<file path="src/design/hfd_pkg.sv">
`timescale 1ns / 1ps
// ----------------------------------------------------------------------------
// hfd_pkg
// Shared types and constants of the HDLC frame deframer.
// ----------------------------------------------------------------------------
package hfd_pkg;

  localparam logic [7:0] FlagByte = 8'h7E;
  localparam logic [7:0] EscByte  = 8'h7D;
  localparam logic [7:0] EscXor   = 8'h20;

  localparam int unsigned RawSat      = 6;
  localparam int unsigned RawCntW     = 3;
  localparam int unsigned UnsCntW     = 17;
  localparam int unsigned HeaderBytes = 4;

  // result queue
  localparam int unsigned QueueDepth = 4;
  localparam int unsigned QueuePtrW  = $clog2(QueueDepth);
  localparam int unsigned QueueCntW  = $clog2(QueueDepth + 1);

  localparam logic KindPayload = 1'b0;
  localparam logic KindStatus  = 1'b1;

  typedef enum logic [1:0] {
    StComplete      = 2'd0,
    StPayloadShort  = 2'd1,
    StRawShort      = 2'd2,
    StHeaderIncompl = 2'd3
  } status_e;

  typedef struct packed {
    logic        kind;
    logic [7:0]  pl_byte;
    logic [15:0] pl_index;
    logic [15:0] ftype;
    logic [15:0] plen;
    status_e     status;
    logic        last;
  } result_t;

  typedef struct packed {
    logic [1:0] n;     // results produced by this transaction: 0, 1 or 2
    result_t    res0;
    result_t    res1;
  } push_t;

endpackage

</file>
<file path="src/design/hfd_core.sv">
`timescale 1ns / 1ps
// ----------------------------------------------------------------------------
// hfd_core
// Unstuffing, header capture and result generation for one raw byte.
// ----------------------------------------------------------------------------
module hfd_core (
  input  logic            clk_i,
  input  logic            rst_ni,
  input  logic            adv_i,
  input  logic [7:0]      raw_byte_i,
  input  logic            last_i,
  output hfd_pkg::push_t  push_o
);

  logic                        esc_q, esc_d;
  logic [hfd_pkg::RawCntW-1:0] raw_q, raw_d, raw_inc;
  logic [hfd_pkg::UnsCntW-1:0] uns_q, uns_d, uns_inc, pay_pos;
  logic [15:0]                 type_q, type_d, type_upd;
  logic [15:0]                 len_q, len_d, len_upd;
  logic                        have_data, emit;
  logic [7:0]                  data;
  hfd_pkg::result_t            pay_res, st_res;

  always_comb begin
    raw_inc = (raw_q < hfd_pkg::RawCntW'(hfd_pkg::RawSat)) ? raw_q + 1'b1 : raw_q;

    have_data = (raw_byte_i != hfd_pkg::FlagByte) && (raw_byte_i != hfd_pkg::EscByte);
    data      = esc_q ? (raw_byte_i ^ hfd_pkg::EscXor) : raw_byte_i;

    if (raw_byte_i == hfd_pkg::FlagByte) begin
      esc_d = esc_q;
    end else if (raw_byte_i == hfd_pkg::EscByte) begin
      esc_d = 1'b1;
    end else begin
      esc_d = 1'b0;
    end

    type_upd = type_q;
    len_upd  = len_q;
    emit     = 1'b0;
    pay_pos  = uns_q - hfd_pkg::UnsCntW'(hfd_pkg::HeaderBytes);
    if (have_data) begin
      if (uns_q < hfd_pkg::UnsCntW'(2)) begin
        type_upd = {type_q[7:0], data};
      end else if (uns_q < hfd_pkg::UnsCntW'(hfd_pkg::HeaderBytes)) begin
        len_upd = {len_q[7:0], data};
      end else if (pay_pos < {1'b0, len_q}) begin
        emit = 1'b1;
      end
    end
    uns_inc = (have_data && (uns_q != '1)) ? uns_q + 1'b1 : uns_q;

    pay_res          = '0;
    pay_res.kind     = hfd_pkg::KindPayload;
    pay_res.pl_byte  = data;
    pay_res.pl_index = pay_pos[15:0];
    pay_res.status   = hfd_pkg::StComplete;

    st_res      = '0;
    st_res.kind = hfd_pkg::KindStatus;
    st_res.last = 1'b1;
    if (raw_inc < hfd_pkg::RawCntW'(hfd_pkg::RawSat)) begin
      st_res.status = hfd_pkg::StRawShort;
    end else if (uns_inc < hfd_pkg::UnsCntW'(hfd_pkg::HeaderBytes)) begin
      st_res.status = hfd_pkg::StHeaderIncompl;
    end else begin
      st_res.ftype  = type_upd;
      st_res.plen   = len_upd;
      st_res.status = ((uns_inc - hfd_pkg::UnsCntW'(hfd_pkg::HeaderBytes)) >= {1'b0, len_upd})
                      ? hfd_pkg::StComplete : hfd_pkg::StPayloadShort;
    end

    // payload byte goes first when both occur
    push_o = '0;
    if (adv_i) begin
      if (emit && last_i) begin
        push_o.n    = 2'd2;
        push_o.res0 = pay_res;
        push_o.res1 = st_res;
      end else if (emit) begin
        push_o.n    = 2'd1;
        push_o.res0 = pay_res;
      end else if (last_i) begin
        push_o.n    = 2'd1;
        push_o.res0 = st_res;
      end
    end

    if (last_i) begin
      esc_d  = 1'b0;
      raw_d  = '0;
      uns_d  = '0;
      type_d = '0;
      len_d  = '0;
    end else begin
      raw_d  = raw_inc;
      uns_d  = uns_inc;
      type_d = type_upd;
      len_d  = len_upd;
    end
  end

  always_ff @(posedge clk_i or negedge rst_ni) begin
    if (!rst_ni) begin
      esc_q  <= 1'b0;
      raw_q  <= '0;
      uns_q  <= '0;
      type_q <= '0;
      len_q  <= '0;
    end else if (adv_i) begin
      esc_q  <= esc_d;
      raw_q  <= raw_d;
      uns_q  <= uns_d;
      type_q <= type_d;
      len_q  <= len_d;
    end
  end

endmodule

</file>
<file path="src/design/hfd_result_fifo.sv">
`timescale 1ns / 1ps
// ----------------------------------------------------------------------------
// hfd_result_fifo
// Small result queue: up to two in per cycle, one out per cycle on out_ready_i.
// ----------------------------------------------------------------------------
module hfd_result_fifo (
  input  logic                              clk_i,
  input  logic                              rst_ni,
  input  hfd_pkg::push_t                    push_i,
  output logic                              out_valid_o,
  input  logic                              out_ready_i,
  output hfd_pkg::result_t                  out_res_o,
  output logic [hfd_pkg::QueueCntW-1:0]     count_o
);

  hfd_pkg::result_t                   mem_q [hfd_pkg::QueueDepth];
  logic [hfd_pkg::QueuePtrW-1:0]      wr_ptr_q, rd_ptr_q, wr_ptr1;
  logic [hfd_pkg::QueueCntW-1:0]      count_q, count_d;
  logic                               pop;

  assign pop         = out_valid_o && out_ready_i;
  assign out_valid_o = (count_q != '0);
  assign out_res_o   = mem_q[rd_ptr_q];
  assign count_o     = count_q;
  assign wr_ptr1     = wr_ptr_q + 1'b1;
  assign count_d     = count_q + hfd_pkg::QueueCntW'(push_i.n)
                       - hfd_pkg::QueueCntW'(pop);

  always_ff @(posedge clk_i) begin
    for (int i = 0; i < hfd_pkg::QueueDepth; i++) begin
      if ((push_i.n != 2'd0) && (wr_ptr_q == hfd_pkg::QueuePtrW'(i))) begin
        mem_q[i] <= push_i.res0;
      end else if ((push_i.n == 2'd2) && (wr_ptr1 == hfd_pkg::QueuePtrW'(i))) begin
        mem_q[i] <= push_i.res1;
      end
    end
  end

  always_ff @(posedge clk_i or negedge rst_ni) begin
    if (!rst_ni) begin
      wr_ptr_q <= '0;
      rd_ptr_q <= '0;
      count_q  <= '0;
    end else begin
      wr_ptr_q <= wr_ptr_q + hfd_pkg::QueuePtrW'(push_i.n);
      rd_ptr_q <= rd_ptr_q + hfd_pkg::QueuePtrW'(pop);
      count_q  <= count_d;
    end
  end

  a_no_overflow : assert property (@(posedge clk_i) disable iff (!rst_ni)
    (count_q + hfd_pkg::QueueCntW'(push_i.n)) <= hfd_pkg::QueueCntW'(hfd_pkg::QueueDepth)
                                                 + hfd_pkg::QueueCntW'(pop))
    else $error("result queue overflow");

  a_count_bound : assert property (@(posedge clk_i) disable iff (!rst_ni)
    count_q <= hfd_pkg::QueueCntW'(hfd_pkg::QueueDepth))
    else $error("result queue count out of range");

endmodule

</file>
<file path="src/design/hdlc_frame_deframer.sv">
`timescale 1ns / 1ps
// ----------------------------------------------------------------------------
// hdlc_frame_deframer
// HDLC byte unstuffing with header parse and indexed payload extraction.
// ----------------------------------------------------------------------------
// channel | direction | handshake               | payload
// --------+-----------+-------------------------+------------------------------
// in      | sink      | in_valid_i / in_ready_o | raw_byte_i, last_of_buffer_i
// out     | source    | out_valid_o/out_ready_i | result_kind_o .. last_o
//
// One raw byte per clock is taken while the input register can advance.
// A transaction is held in the input register, then the core turns it into
// zero, one or two results written to a four-entry queue; results leave one
// per clock while out_ready_i is high. The input register only advances when
// the queue has room for two results, so a stalled output back-pressures the
// input within a few transactions. Asynchronous active-low reset clears the
// deframer state, queue and input register; no clearing pass is needed.
// ----------------------------------------------------------------------------
module hdlc_frame_deframer (
  input  logic        clk_i,
  input  logic        rst_ni,
  input  logic        in_valid_i,
  output logic        in_ready_o,
  input  logic [7:0]  raw_byte_i,
  input  logic        last_of_buffer_i,
  output logic        out_valid_o,
  input  logic        out_ready_i,
  output logic        result_kind_o,
  output logic [7:0]  payload_byte_o,
  output logic [15:0] payload_index_o,
  output logic [15:0] frame_type_o,
  output logic [15:0] payload_length_o,
  output logic [1:0]  status_o,
  output logic        last_o
);

  // input register
  logic       s1_valid_q;
  logic [7:0] s1_byte_q;
  logic       s1_last_q;

  logic                           adv;
  hfd_pkg::push_t                 push;
  hfd_pkg::result_t               out_res;
  logic [hfd_pkg::QueueCntW-1:0]  q_count;

  // room for two more results, counting none leaving this cycle
  assign adv        = s1_valid_q
                      && (q_count <= hfd_pkg::QueueCntW'(hfd_pkg::QueueDepth - 2));
  assign in_ready_o = !s1_valid_q || adv;

  always_ff @(posedge clk_i or negedge rst_ni) begin
    if (!rst_ni) begin
      s1_valid_q <= 1'b0;
    end else if (in_ready_o) begin
      s1_valid_q <= in_valid_i;
    end
  end

  always_ff @(posedge clk_i) begin
    if (in_ready_o && in_valid_i) begin
      s1_byte_q <= raw_byte_i;
      s1_last_q <= last_of_buffer_i;
    end
  end

  hfd_core u_core (
    .clk_i      (clk_i),
    .rst_ni     (rst_ni),
    .adv_i      (adv),
    .raw_byte_i (s1_byte_q),
    .last_i     (s1_last_q),
    .push_o     (push)
  );

  hfd_result_fifo u_fifo (
    .clk_i       (clk_i),
    .rst_ni      (rst_ni),
    .push_i      (push),
    .out_valid_o (out_valid_o),
    .out_ready_i (out_ready_i),
    .out_res_o   (out_res),
    .count_o     (q_count)
  );

  assign result_kind_o    = out_res.kind;
  assign payload_byte_o   = out_res.pl_byte;
  assign payload_index_o  = out_res.pl_index;
  assign frame_type_o     = out_res.ftype;
  assign payload_length_o = out_res.plen;
  assign status_o         = out_res.status;
  assign last_o           = out_res.last;

  // an end-of-buffer byte always yields a closing status result
  a_last_gives_status : assert property (@(posedge clk_i) disable iff (!rst_ni)
    (adv && s1_last_q) |->
      ((push.n == 2'd1) && push.res0.last) || ((push.n == 2'd2) && push.res1.last))
    else $error("end of buffer without status result");

  // a byte that is not the last never yields a status result
  a_no_stray_status : assert property (@(posedge clk_i) disable iff (!rst_ni)
    (adv && !s1_last_q) |-> (push.n != 2'd2) && !push.res0.last)
    else $error("status result outside end of buffer");

  a_last_is_status : assert property (@(posedge clk_i) disable iff (!rst_ni)
    out_valid_o |-> (last_o == (result_kind_o == hfd_pkg::KindStatus)))
    else $error("last flag and result kind disagree");

endmodule

</file>
<file path="config.mk">
export PLATFORM = sky130hd
export DESIGN_NAME = hdlc_frame_deframer
export DESIGN_NICKNAME = d
export VERILOG_FILES = /design/src/design/hfd_pkg.sv /design/src/design/hfd_core.sv /design/src/design/hfd_result_fifo.sv /design/src/design/hdlc_frame_deframer.sv
export SDC_FILE = /design/constraint.sdc
export NUM_CORES = 1
export LEC_CHECK = 0
export BUFFER_PORTS_ARGS = -buffer_cell sky130_fd_sc_hd__buf_2
export CAP_MARGIN = 25
export CORE_ASPECT_RATIO = 1.1
export CORE_UTILIZATION = 55
export DETAILED_ROUTE_END_ITERATION = 10
export PLACE_DENSITY = 0.74
export SLEW_MARGIN = 20
export SYNTH_ARGS = -nofsm -noshare
export SYNTH_HDL_FRONTEND = slang
export SYNTH_SLANG_ARGS = --single-unit
</file>
<file path="constraint.sdc">
create_clock -name clk_i -period 10.4 [get_ports clk_i]
set_clock_uncertainty 0.1 [all_clocks]
set_input_delay 2.08 -clock clk_i [delete_from_list [all_inputs] [get_ports clk_i]]
set_output_delay 2.08 -clock clk_i [all_outputs]
set_load 0.1 [all_outputs]
</file>
==> flow_summary.yaml <==
timing:
  finalHoldViolations: 0
  finalMaxSlewViolations: 0
  fin_crit_sh_pct: 59.7
  rsz0062_at_grt: "false"
  finalSetupTns_ns: 0
  max_freq_mhz: 161
  fin_crit_ns: 6.21
  fin_ws_ns: 4.19
  worst_slew_pin_slew_ns: 1.03
  finalSetupViolCount: 0
  slew_headroom_pct: 31.2
global_routing:
  grt_pass1_vias: 10000
  grt_util_met1_pct: 34.9
  gr-usage-met2_pct: 44.2
  track_usage_pct: 26.0
  grt_overflow_total: 0
  use_met3_pct: 3.56
  grt_pass1_wl_mm: 56.5
  grt.busiest_layer: "met2"
  grt_start_max_net_pins: 62
  antenna_found_initial: 0
critical_path:
  worstPathCellList: "or3_1, nor2_1, nand2_1, xnor2_1, inv_1, ha_1, a21o_1, a211o_1, nor4_4, inv_1, ha_1, and2_1, o21ai_0, nor2_4, buf_4"
  required_ns: 10.48
  cp-start-kind: "register"
  crit_arrival_ns: 6.29
  crit_path_max_incr_delay_ns: 0.71
  end_kind: "register"
  critPathMaxFanout: 36
  reg2reg_slack_ns: 4.19
  cp_slowest_cell: "nor2_4"
  r2r_start: "u_core.uns_q[8]$_DFFE_PN0P_"
  path_delay_family: "simple AND/OR/NAND/NOR gates"
  criticalPathCategory: "register to register"
  worstReg2RegEnd: "u_fifo.mem_q[3][7]$_DFFE_PP_"
  critPathBufInv: 3
  reg2reg_depth: 15
yosys:
  ys.flop_type: "edfxtp_1"
  syn-num-nets: 1299
  synth.distinct_cells: 86
  seq_area_frac_synth_pct: 56.4
  syn-cell-area_mm2: 0.0153
  synth_seq_cells: 306
  syn_avg_cell_area_um2: 12.4
  async_reset_ff_share_pct: 19.9
  yosys_warnings: 0
  synth_edf_count: 221
  synth_cells: 1241
worst_hold_path:
  min_path_cells: 2
  hp-start: "u_fifo.mem_q[2][49]$_SDFFE_PP0P_"
  holdPathEnd: "u_fifo.mem_q[2][49]$_SDFFE_PP0P_"
  hp-class: "register to register"
floorplan:
  die_area_mm2: 0.0285
  io_pins: 75
  rows: 63
  coreArea_mm2: 0.0272
  initial_utilization_pct: 56.4
  die_h_um: 177
  die_w_um: 161
cts:
  root_buffer: "clkbuf_16"
  post_cts_buffers: 0
  cts_buffer_depth: 3
  cts_resized: 0
  clkLatencyLatePin_ns: 0.56
  cts_tree: "yes"
  ctsHoldBuffers: 0
  path_clk_slew_ns: 0.06
  clkSinkCount: 306
  h-tree-depth: 1
  cts-buffers-inserted: 30
outcome:
  status: "complete, no violations"
routing:
  remaining_drc_errors: 0
  vias: 10100
  post_drt_wl_per_cell_um: 21.9
  routed_wl_mm: 36.5
  dr.pass1.iters: 6
  drt_iter0_drc: 903
  routed_via_density: 6.07
  antenna_left: 0
finish:
  layout_commonest_cell: "nor2_1"
  final_cell_mix: "nor2_1, edfxtp_1, nand2_1"
  multiInputGateArea_mm2: 0.00608
  seqCellArea_mm2: 0.00865
  layout-drive-gt1-share_pct: 18.2
  fillers: 2064
  area_growth_pct: 9.97
  diodes: 0
  nets: 1344
place:
  dp_slack_ns: 4.21
  port_buffers: 74
  dpl.hpwl_mm: 23.7
  place_congestion: 0.929
run:
  drv_cap: 0
-- kinds of logic (layout without fill, tap and decap cells) --
family | after synthesis | count (layout) | share of synthesized area, %
DFF | 306 | 306 | 56.4
buffers and inverters | 123 | 192 | 4.13
AOI/OAI and AO/OA | 191 | 191 | 8.77
xor gates and xnor gates | 40 | 40 | 2.33
and+or+nand+nor | 440 | 440 | 13.5
muxes | 96 | 96 | 11.1
adders and majority gates | 45 | 45 | 3.72
-- final cells by class --
cell class                      count  share of cell area [%]
Sequential cell                   306                    51.3
Tap cell                          357                    2.65
Multi-Input combinational cell    812                    36.1
Clock buffer                       49                    5.29
Clock inverter                      7                   0.304
Timing Repair Buffer               93                    3.44
Inverter                           43                   0.957
-- registers in the layout (all words and copies together) (netlist names) --
| register | flops |
|---|---|
| s1_valid_q | 1 |
| u_core.raw_q | 3 |
| u_fifo.count_o | 3 |
| u_fifo.rd_ptr_q | 2 |
| u_core.len_q | 16 |
| s1_last_q | 1 |
| u_fifo.wr_ptr_q | 2 |
| u_core.uns_q | 17 |
| u_fifo.mem_q | 236 |
| s1_byte_q | 8 |
| u_core.type_q | 16 |
| u_core.esc_q | 1 |
-- metal layers --
metal  part of all wire (%)  wire (µm)
met5                      0          0
met4                    2.7        972
met3                    7.1       2590
met2                     49      18000
met1                     41      14900
-- synthesized netlist by cell type, types with 8 or more instances --
master | instances | area, µm²
nor2_1 | 229 | 860
edfxtp_1 | 221 | 6640
nand2_1 | 84 | 315
dfrtp_1 | 61 | 1530
mux4_2 | 59 | 1330
o21ai_0 | 56 | 280
ha_1 | 44 | 551
inv_1 | 43 | 161
clkbuf_1 | 37 | 139
and2_1 | 33 | 206
mux2i_1 | 33 | 330
a21oi_1 | 27 | 135
xnor2_1 | 25 | 219
dfxtp_1 | 24 | 480
a22oi_1 | 18 | 135
o22ai_1 | 18 | 113
buf_6 | 17 | 191
buf_2 | 14 | 70.1
nor3_1 | 14 | 70.1
xor2_1 | 14 | 123
o21ai_1 | 12 | 60.1
a22o_1 | 11 | 96.3
nand3_1 | 11 | 55.1
nand2b_1 | 10 | 62.6
or3_1 | 8 | 50.1
-- how the worst max path moves through the flow --
| stage | start | endpoint | slack [ns] | cells after the start |
|---|---|---|---|---|
| after floorplan | u_core.uns_q[5]$_DFFE_PN0P_ | u_fifo.mem_q[1][0]$_DFFE_PP_ | 3.59 | 16 |
| after global placement | u_core.uns_q[9]$_DFFE_PN0P_ | u_fifo.mem_q[3][16]$_DFFE_PP_ | 4.38 | 15 |
| after detailed placement | u_core.uns_q[2]$_DFFE_PN0P_ | u_fifo.mem_q[3][16]$_DFFE_PP_ | 4.21 | 16 |
| after CTS | u_core.uns_q[2]$_DFFE_PN0P_ | u_fifo.mem_q[3][15]$_DFFE_PP_ | 4.18 | 16 |
| after global routing | u_core.uns_q[8]$_DFFE_PN0P_ | u_fifo.mem_q[3][16]$_DFFE_PP_ | 3.78 | 17 |
| final | u_core.uns_q[8]$_DFFE_PN0P_ | u_fifo.mem_q[3][7]$_DFFE_PP_ | 4.19 | 15 |
-- metrics by stage --
| stage | instances | hold slack [ns] | area, µm² | utilization [%] |
|---|---|---|---|---|
| finish | 1667 | 0.354 | 16900 | 62.0 |
| global route | 1667 | 0.374 | 16900 | 62.0 |
| CTS | 1665 | 0.353 | 16800 | 61.8 |
| detailed placement | 1609 | 0.338 | 15900 | 58.4 |
| global placement | 1607 | 0.329 | 15800 | 58.2 |
| floorplan | 1241 | 0.320 | 15300 | - |
-- worst register-to-register path, cell delays in order, from the launching register on --
cell	delay, ns
dfrtp_1	0.59
or3_1	0.48
nor2_1	0.30
nand2_1	0.11
xnor2_1	0.37
inv_1	0.09
ha_1	0.31
a21o_1	0.16
a211o_1	0.32
nor4_4	0.48
inv_1	0.10
ha_1	0.50
and2_1	0.32
o21ai_0	0.27
nor2_4	0.71
buf_4	0.60
Power is left out: the tool's default activity adds up to more than one toggle a clock period on the data nets, which glitch-free logic cannot reach.
